--- src/tts_pkg.sv ---
// ----------------------------------------------------------------------------
// tts_pkg
// Shared constants, codes and types of the transition table sampler.
// ----------------------------------------------------------------------------
`default_nettype none

package tts_pkg;

    localparam int MAX_STATES  = 16;
    localparam int MAX_ACTIONS = 4;

    localparam int ST_W    = $clog2(MAX_STATES);
    localparam int ACT_W   = $clog2(MAX_ACTIONS);
    localparam int ADDR_W  = ACT_W + ST_W + ST_W;
    localparam int DEPTH   = MAX_ACTIONS * MAX_STATES * MAX_STATES;
    localparam int PROB_W  = 17;
    localparam int DRAW_W  = 16;
    localparam int SUM_W   = PROB_W + ST_W;
    localparam int CFG_W   = 5;
    localparam int OP_W    = 2;

    localparam logic [PROB_W-1:0] ONE_Q16    = PROB_W'(65536);
    localparam logic [CFG_W-1:0]  ROW_MAX    = CFG_W'(MAX_STATES);
    localparam logic [ADDR_W-1:0] LAST_ADDR  = ADDR_W'(DEPTH - 1);

    typedef enum logic [OP_W-1:0] {
        OP_WRITE  = 2'd0,
        OP_READ   = 2'd1,
        OP_SAMPLE = 2'd2
    } op_t;

    // control of the accumulate/compare unit
    typedef struct packed {
        logic clear;
        logic add;
    } acc_ctrl_t;

endpackage

`default_nettype wire

--- src/tts_accum.sv ---
// ----------------------------------------------------------------------------
// tts_accum
// Running sum of row entries and compare of the draw against it.
// ----------------------------------------------------------------------------
`default_nettype none

module tts_accum (
    input  wire logic                        clk,
    input  wire logic                        rst_n,
    input  wire tts_pkg::acc_ctrl_t          ctrl,
    input  wire logic [tts_pkg::PROB_W-1:0]  addend,
    input  wire logic [tts_pkg::DRAW_W-1:0]  draw,
    output logic                             hit
);

    logic [tts_pkg::SUM_W-1:0] sum_reg;
    logic [tts_pkg::SUM_W-1:0] sum_next;
    logic [tts_pkg::SUM_W-1:0] sum_add;

    assign sum_add = sum_reg + tts_pkg::SUM_W'(addend);
    // hit is judged on the sum that includes the entry being added
    assign hit     = tts_pkg::SUM_W'(draw) <= sum_add;

    always_comb
    begin
        sum_next = sum_reg;
        if (ctrl.clear)
        begin
            sum_next = '0;
        end
        else if (ctrl.add)
        begin
            sum_next = sum_add;
        end
    end

    always_ff @(posedge clk or negedge rst_n)
    begin
        if (!rst_n)
        begin
            sum_reg <= '0;
        end
        else
        begin
            sum_reg <= sum_next;
        end
    end

endmodule

`default_nettype wire

--- config.mk ---
export PLATFORM = sky130hd
export DESIGN_NAME = tts_accum
export DESIGN_NICKNAME = d
export VERILOG_FILES = /design/src/tts_pkg.sv /design/src/tts_accum.sv
export SDC_FILE = /design/constraint.sdc
export NUM_CORES = 1
export LEC_CHECK = 0
export ABC_AREA = 1
export CORE_ASPECT_RATIO = 1.1
export CORE_MARGIN = 1.5
export CORE_UTILIZATION = 40
export CTS_BUF_LIST = sky130_fd_sc_hd__clkbuf_4
export DETAILED_ROUTE_END_ITERATION = 12
export DONT_BUFFER_PORTS = 1
export PLACE_DENSITY = 0.62
export SLEW_MARGIN = 0
export SYNTH_ARGS = -nofsm -noshare
export SYNTH_HDL_FRONTEND = slang
export SYNTH_SLANG_ARGS = --single-unit
--- constraint.sdc ---
create_clock -name clk -period 5.3 [get_ports clk]
set_input_delay 0 -clock clk [delete_from_list [all_inputs] [get_ports clk]]
set_output_delay 0 -clock clk [all_outputs]
set_load 0.005 [all_outputs]
==> implementation parameters, run 1 <==
Parameter                              Value

Yosys
  Area share of the leading cell type in the synthesized netlist    22.3%
  Mapped Avg Cell Area    6.48 sq um
  Area of the mapped netlist    2530 sq um
  Number of flip-flops and latches in the synthesized netlist    21
  Share of flip-flops with an asynchronous set or reset    100%
  Primary FF master, synth    sky130_fd_sc_hd__dfrtp_1
  Share of synthesized area occupied by flip-flops and latches    20.8%
  Number of warnings reported in the yosys synthesis log    0
  Cell type contributing the most total cell area after synthesis    sky130_fd_sc_hd__nand2_1
  Net count after synthesis    461
  Cell types occupying the most area after synthesis    sky130_fd_sc_hd__nand2_1 (22%), sky130_fd_sc_hd__dfrtp_1 (21%), sky130_fd_sc_hd__ha_1 (16%)
  Number of enable-type register cells in the synthesized netlist    0
  Post-synthesis cell type count    29
  Cells after Synth    390

Setup path
  Critical setup path kind    reg -> out
  Data required, critical path    5300 ps
  Critical path fanouts, max    3
  Crit path DAT    3400 ps
  Buffers plus inverters on the worst setup path    1
  Crit path max-delay family    adder cells
  Most common cell type on the critical path    sky130_fd_sc_hd__nand2_1
  Setup slack of the worst register-to-register path    3150 ps
  Worst-path cell chain    ha_1, fa_1, nand3_1, nand3_2, nand2_1, nand2_2, a21oi_1, xor2_1, ha_1, nand2_1, inv_1, nand2_1, nand2_1, a21oi_1, nand2_1, nand2_1, nand2_1, a21oi_1, nor2_1, nand2_1
  Cell at the slowest stage of the critical path    sky130_fd_sc_hd__fa_1
  Critical Path Start Type    register
  Slowest stage delay, CP    420 ps
  Worst setup EP type    output pin

Route
  Number of design-rule violations left by the first detailed-router iteration    105
  Routed wire length    6630 microns
  Number of vias per cell after detailed routing    4.90
  Remaining antenna violation count    0
  Remaining design rule violation count    0
  Via count of the routed design    2346
  Detailed Routing Iterations Pass 1    5
  Routed wire per std cell    13.8 microns

Timing
  Tcrit/Tclk final    64.2%
  Measured slew at the worst slew-check pin    552 ps
  Post-route minimum period    3400 ps
  Setup-failing EPs final    0
  Accumulated negative setup slack    0 ps
  Relative max-transition margin    63.1%
  Fmax    0.294 GHz
  RSZ-0062 raised after global routing    false
  Final clock skew    2.86 ps
  Final hold violations    0
  Max Transition Viols Final    0

Floorplan
  Total I/O pin count    38
  Die Span Y    86.4 microns
  Die Width    78.8 microns
  Starting density of the core    41.1%
  # rows    30
  Area of the die    6810 sq um
  Placeable core region    6160 sq um

Final layout
  Layout Area Growth over Synthesis    7.92%
  Filler cell count in the final layout    682
  Largest register FFs    21
  Flip-flop and latch area    526 sq um
  Diode insertion count for antenna repair    0
  Combined area of the multi-input logic cells    1770 sq um
  Final net count    471
  Share of post-route cells with drive strength above 1    11.0%

Clocking
  Clock sink count    21
  Number of clock buffers inserted by TritonCTS    3
  Post-CTS Resized    0
  Number of buffers on the longest clock path    2
  Clock edge transition at the registers on the reported setup and hold paths    140 ps
  TritonCTS clock tree    built
  Cell chosen for the clock root    sky130_fd_sc_hd__clkbuf_4
  Clk_lat worst skew    320 ps
  Number of buffers added for setup after CTS    0
  Count of H-tree levels built during CTS    1

Global route
  Remaining Overflow, GRT    0
  Number of global-route vias before repair    2340
  Number of antenna violations at the first check in global routing    0
  Overall Global Routing Usage    20.7%
  Largest net degree at the start of global routing    22
  Wire length of the first global-routing pass    10900 microns

Pwr
  Worst IR Drop VDD    0.000116 V
  Power density over the cells    262 nW/um^2
  Total power consumption of the routed design    0.714 mW
  Reported leakage power    1.58 nW

Placement
  Buffers added on ports    0
  Weighted congestion reported at the end of routability-driven placement    0.889
  DP HPWL    5390 microns

Outcome
  Status    finished clean

Worst hold path
  Classification of the worst-slack hold path    in -> reg

Flow run
  Count of max-cap constraint violations    0
==> stage by stage <==
step / instance area (sq um) / hold slack [ps] / std cells / setup slack (ps) / util, %
floorplan: 2530 / -296 / 390 / 2680 / -
global placement: 2630 / -295 / 469 / 2440 / 42.7
detailed placement: 2630 / -295 / 469 / 2300 / 42.7
CTS: 2730 / 34.8 / 479 / 1910 / 44.3
global route: 2730 / 28.4 / 479 / 1630 / 44.3
finish: 2730 / 43.4 / 479 / 1900 / 44.3
==> placed cells by master, fill, tap and decap left out, drive strengths merged, types with 7 or more instances in the layout <==
cell	netlist	routed
xnor2	7	7
o21ai	16	16
nand2	160	160
nand3	15	15
inv	59	59
dfrtp	21	21
nand3b	7	7
a21oi	16	16
nor2	34	34
ha	33	33
==> tightest hold or removal path, cell delays in order <==
cell and delay, ps:
sky130_fd_sc_hd__nor2_1 20, sky130_fd_sc_hd__buf_4 200, sky130_fd_sc_hd__nand2_1 80, sky130_fd_sc_hd__nand2_1 50
==> metal layers <==
layer	GRT usage, %	vias up	part of all wire (%)
met2	36.3	49	48
met4	6.49	0	2.6
met5	0	-	0
met3	2.74	16	3.5
li1	-	1248	-
met1	26.2	1033	46
==> logic make-up after synthesis <==
logic type | count (synthesis) | share of synthesized area, %
buffers and inverters | 61 | 9.06
xor gates and xnor gates | 13 | 4.50
DFF | 21 | 20.8
and+or+nand+nor | 225 | 40.7
AOI/OAI and AO/OA | 36 | 7.77
adders and majority gates | 34 | 17.1
==> power breakdown <==
group	total, mW	internal, mW	switching [mW]
clock	0.0957	0.0346	0.0611
sequential	0.194	0.180	0.0139
combinational	0.424	0.153	0.271
total	0.714	0.368	0.346
==> area by class of cell <==
class / count / area share [%]
Tap cell: 80 / 3.67
Clock buffer: 4 / 1.10
Sequential cell: 21 / 19.3
Inverter: 59 / 8.12
Timing Repair Buffer: 7 / 2.84
Multi-Input combinational cell: 308 / 65.0
==> path summary, 6_finish.rpt <==
kind,startpoint,end,depth (start not counted)
worst max-delay path,sum_reg[0]$_DFFE_PN0P_,hit,20
worst min-delay path,ctrl[0],sum_reg[15]$_DFFE_PN0P_,4
worst max register to register,sum_reg[0]$_DFFE_PN0P_,sum_reg[12]$_DFFE_PN0P_,9
worst min register to register,sum_reg[4]$_DFFE_PN0P_,sum_reg[4]$_DFFE_PN0P_,2
max in group asynchronous,rst_n,sum_reg[17]$_DFFE_PN0P_,2
min in group asynchronous,rst_n,sum_reg[13]$_DFFE_PN0P_,2
==> cell usage after synthesis (3+ instances only) <==
library cell               instances
sky130_fd_sc_hd__nand4_1           5
sky130_fd_sc_hd__nand3_2           5
sky130_fd_sc_hd__inv_2             6
sky130_fd_sc_hd__xor2_1            6
sky130_fd_sc_hd__dfrtp_1          21
sky130_fd_sc_hd__nand2_1         150
sky130_fd_sc_hd__o21ai_1           3
sky130_fd_sc_hd__xnor2_1           7
sky130_fd_sc_hd__nand3_1          10
sky130_fd_sc_hd__a21oi_1          15
sky130_fd_sc_hd__nand2_2          10
sky130_fd_sc_hd__nor2_2           10
sky130_fd_sc_hd__nand3b_1          5
sky130_fd_sc_hd__nor2_1           22
sky130_fd_sc_hd__o21ai_0          12
sky130_fd_sc_hd__ha_1             33
sky130_fd_sc_hd__inv_1            53
==> what timing repair did <==
item / 4_1_cts / 5_1_grt
endpoints found under the hold margin: 27 / 0
setup endpoints to repair: 0 / 0
hold buffers: 6 / 0
(Power assumes the default switching activity.)
==> run 2: changes to the inputs <==
==> constraint.sdc (replaced) <==
create_clock -name clk -period 3.5 [get_ports clk]
set_input_delay 0 -clock clk [delete_from_list [all_inputs] [get_ports clk]]
set_output_delay 0 -clock clk [all_outputs]
set_load 0.005 [all_outputs]
==> run 2 against run 1 <==
Clock skew up 8.3 ps; largest power group unchanged; clock power up 58%; via count up 0.13%; sequential share of layout area down 0.42 points; power up 57%; combinational power up 59%; critical path depth unchanged; register-to-register slack worse by 1600 ps; non-clock buffer count up 2.
==> implementation parameters, run 2 (synthesis results as in run 1) <==
Parameter                              Value

Outcome
  Status    finished clean

Worst hold path
  Classification of the worst-slack hold path    in -> reg
  Cell depth of the worst hold path    3
  Min-Delay Endpoint    sum_reg[13]$_DFFE_PN0P_
  Origin of the worst min-delay path    ctrl[0]

Global route
  Number of global-route vias before repair    2325
  Number of antenna violations at the first check in global routing    0
  Wire length of the first global-routing pass    11100 microns
  Remaining Overflow, GRT    0
  Largest net degree at the start of global routing    22
  Overall Global Routing Usage    21.2%

Route
  Number of vias per cell after detailed routing    4.88
  Via count of the routed design    2349
  Remaining antenna violation count    0
  Routed wire per std cell    13.9 microns
  Remaining design rule violation count    0
  Detailed Routing Iterations Pass 1    4
  Number of design-rule violations left by the first detailed-router iteration    60
  Routed wire length    6690 microns

Final layout
  Layout Area Growth over Synthesis    10.3%
  Filler cell count in the final layout    674
  Most frequent standard cell in the layout excluding fill and tap cells    sky130_fd_sc_hd__nand2_1
  Post-Route Utilization    45.3%
  Largest register FFs    21
  Share of post-route cells with drive strength above 1    13.0%
  Commonest cells after routing, fill and taps aside    sky130_fd_sc_hd__nand2_1 (150), sky130_fd_sc_hd__inv_1 (53), sky130_fd_sc_hd__ha_1 (33), sky130_fd_sc_hd__nor2_1 (22), sky130_fd_sc_hd__dfrtp_1 (21)
  Combined area of the multi-input logic cells    1820 sq um
  Non-filler cells in the finished layout    481
  Diode insertion count for antenna repair    0
  Flip-flop and latch area    526 sq um
  Final net count    473

Flow run
  Count of max-cap constraint violations    0

Placement
  Placed cell count    469
  Buffers added on ports    0
  Worst Setup Slack post-DPL    515 ps
  DP HPWL    5460 microns
  Weighted congestion reported at the end of routability-driven placement    0.894

Setup path
  Worst setup EP type    output pin
  Critical Path Start Type    register
  Critical setup path kind    reg -> out
  Reg-to-reg startpoint    sum_reg[0]$_DFFE_PN0P_
  Worst-path cell chain    ha_1, fa_2, nand3_1, nand3_2, nand2_1, nand2_2, a21oi_4, xor2_2, ha_1, nand2_1, inv_1, nand2_1, nand2_1, a21oi_1, nand2_1, nand2_1, nand2_1, a21oi_2, nor2_1, nand2_1
  Worst reg2reg endpoint    sum_reg[18]$_DFFE_PN0P_
  Setup slack of the worst register-to-register path    1550 ps
  Cell at the slowest stage of the critical path    sky130_fd_sc_hd__dfrtp_1
  Most common cell type on the critical path    sky130_fd_sc_hd__nand2_1
  Slowest stage delay, CP    410 ps
  Critical path fanouts, max    3
  Data required, critical path    3500 ps
  Crit path DAT    3210 ps
  Depth of the worst register-to-register path    12

Clocking
  Clock sink count    21
  Number of clock buffers inserted by TritonCTS    3
  Number of buffers on the longest clock path    2
  Clk_lat worst skew    340 ps
  TritonCTS clock tree    built
  Cell chosen for the clock root    sky130_fd_sc_hd__clkbuf_4
  Count of H-tree levels built during CTS    1
  Clock edge transition at the registers on the reported setup and hold paths    160 ps

Floorplan
  # rows    30
  Total I/O pin count    38
  Placeable core region    6160 sq um
  Area of the die    6810 sq um
  Starting density of the core    41.1%
  Die Width    78.8 microns
  Die Span Y    86.4 microns

Pwr
  Total power consumption of the routed design    1.12 mW
  Power density over the cells    402 nW/um^2
  Reported leakage power    1.60 nW
  Worst IR Drop VDD    0.000188 V

Timing
  Final hold violations    0
  Tcrit/Tclk final    91.8%
  Accumulated negative setup slack    0 ps
  Fmax    0.311 GHz
  Setup-failing EPs final    0
  Setup slack after layout    285 ps
  Final clock skew    11.1 ps
  Post-route minimum period    3210 ps
  Max Transition Viols Final    0
  Relative max-transition margin    33.1%
  RSZ-0062 raised after global routing    false
  Measured slew at the worst slew-check pin    1000 ps
run 2: cell count changes in the layout (fill, tap and decap cells not counted), moves of 2 or more:
| cell | before | now |
|---|---|---|
| sky130_fd_sc_hd__xor2_1 | 6 | 3 |
| sky130_fd_sc_hd__buf_4 | 1 | 3 |
| sky130_fd_sc_hd__xor2_2 | 0 | 3 |
| sky130_fd_sc_hd__a21oi_1 | 15 | 13 |
run 2: worst max-delay path, delay by kind of cell (launching register included):
kind | cells | cell delay [ps]
XOR/XNOR | 1 | 180
buffers and inverters | 1 | 50
adder cells (fa/ha/maj) | 3 | 860
flip-flops | 1 | 410
AO/OA/AOI/OAI | 3 | 420
AND/OR/NAND/NOR | 12 | 950
run 2: cell type report:
cell class | instances | area share, %
inverter | 59 | 7.94
sequential | 21 | 18.9
clock buffer | 4 | 1.08
timing repair buffer | 9 | 3.32
multi-input combinational | 308 | 65.2
tap | 80 | 3.59
run 2: routing by layer:
layer	GRT usage, %	vias to the layer above	wire (microns)
li1	-	1246	-
met1	27.2	1051	3070
met2	36.9	40	3280
met3	2.53	12	203
met4	6.66	0	138
met5	0	-	0
run 2: worst max path at each step:
stage | cells after the start | end | startpoint
2_1_floorplan | 20 | hit | sum_reg[0]$_DFFE_PN0P_
3_3_place_gp | 20 | hit | sum_reg[0]$_DFFE_PN0P_
3_5_place_dp | 20 | hit | sum_reg[0]$_DFFE_PN0P_
4_1_cts | 20 | hit | sum_reg[0]$_DFFE_PN0P_
5_1_grt | 20 | hit | sum_reg[0]$_DFFE_PN0P_
6_report | 20 | hit | sum_reg[0]$_DFFE_PN0P_
run 2: per-stage QoR:
step                      hold WS [ps]  area, sq um
after floorplan                   -296         2530
after global placement            -295         2630
after detailed placement          -295         2630
after CTS                         17.4         2730
after global routing              56.3         2790
final                             31.2         2790
run 2: where the power goes:
part | switching (mW) | leakage, nW | total, mW | internal, mW
clock network | 0.0987 | 0.0184 | 0.151 | 0.0526
logic | 0.428 | 1.30 | 0.675 | 0.247
registers | 0.0204 | 0.282 | 0.294 | 0.273
run 2: what timing repair did:
| action | CTS | global route |
|---|---|---|
| resized for setup | 0 | 8 |
| endpoints found under the setup margin | 0 | 1 |
| hold buffers | 6 | 0 |
| hold endpoints to repair | 27 | 0 |
| setup buffers | 0 | 2 |
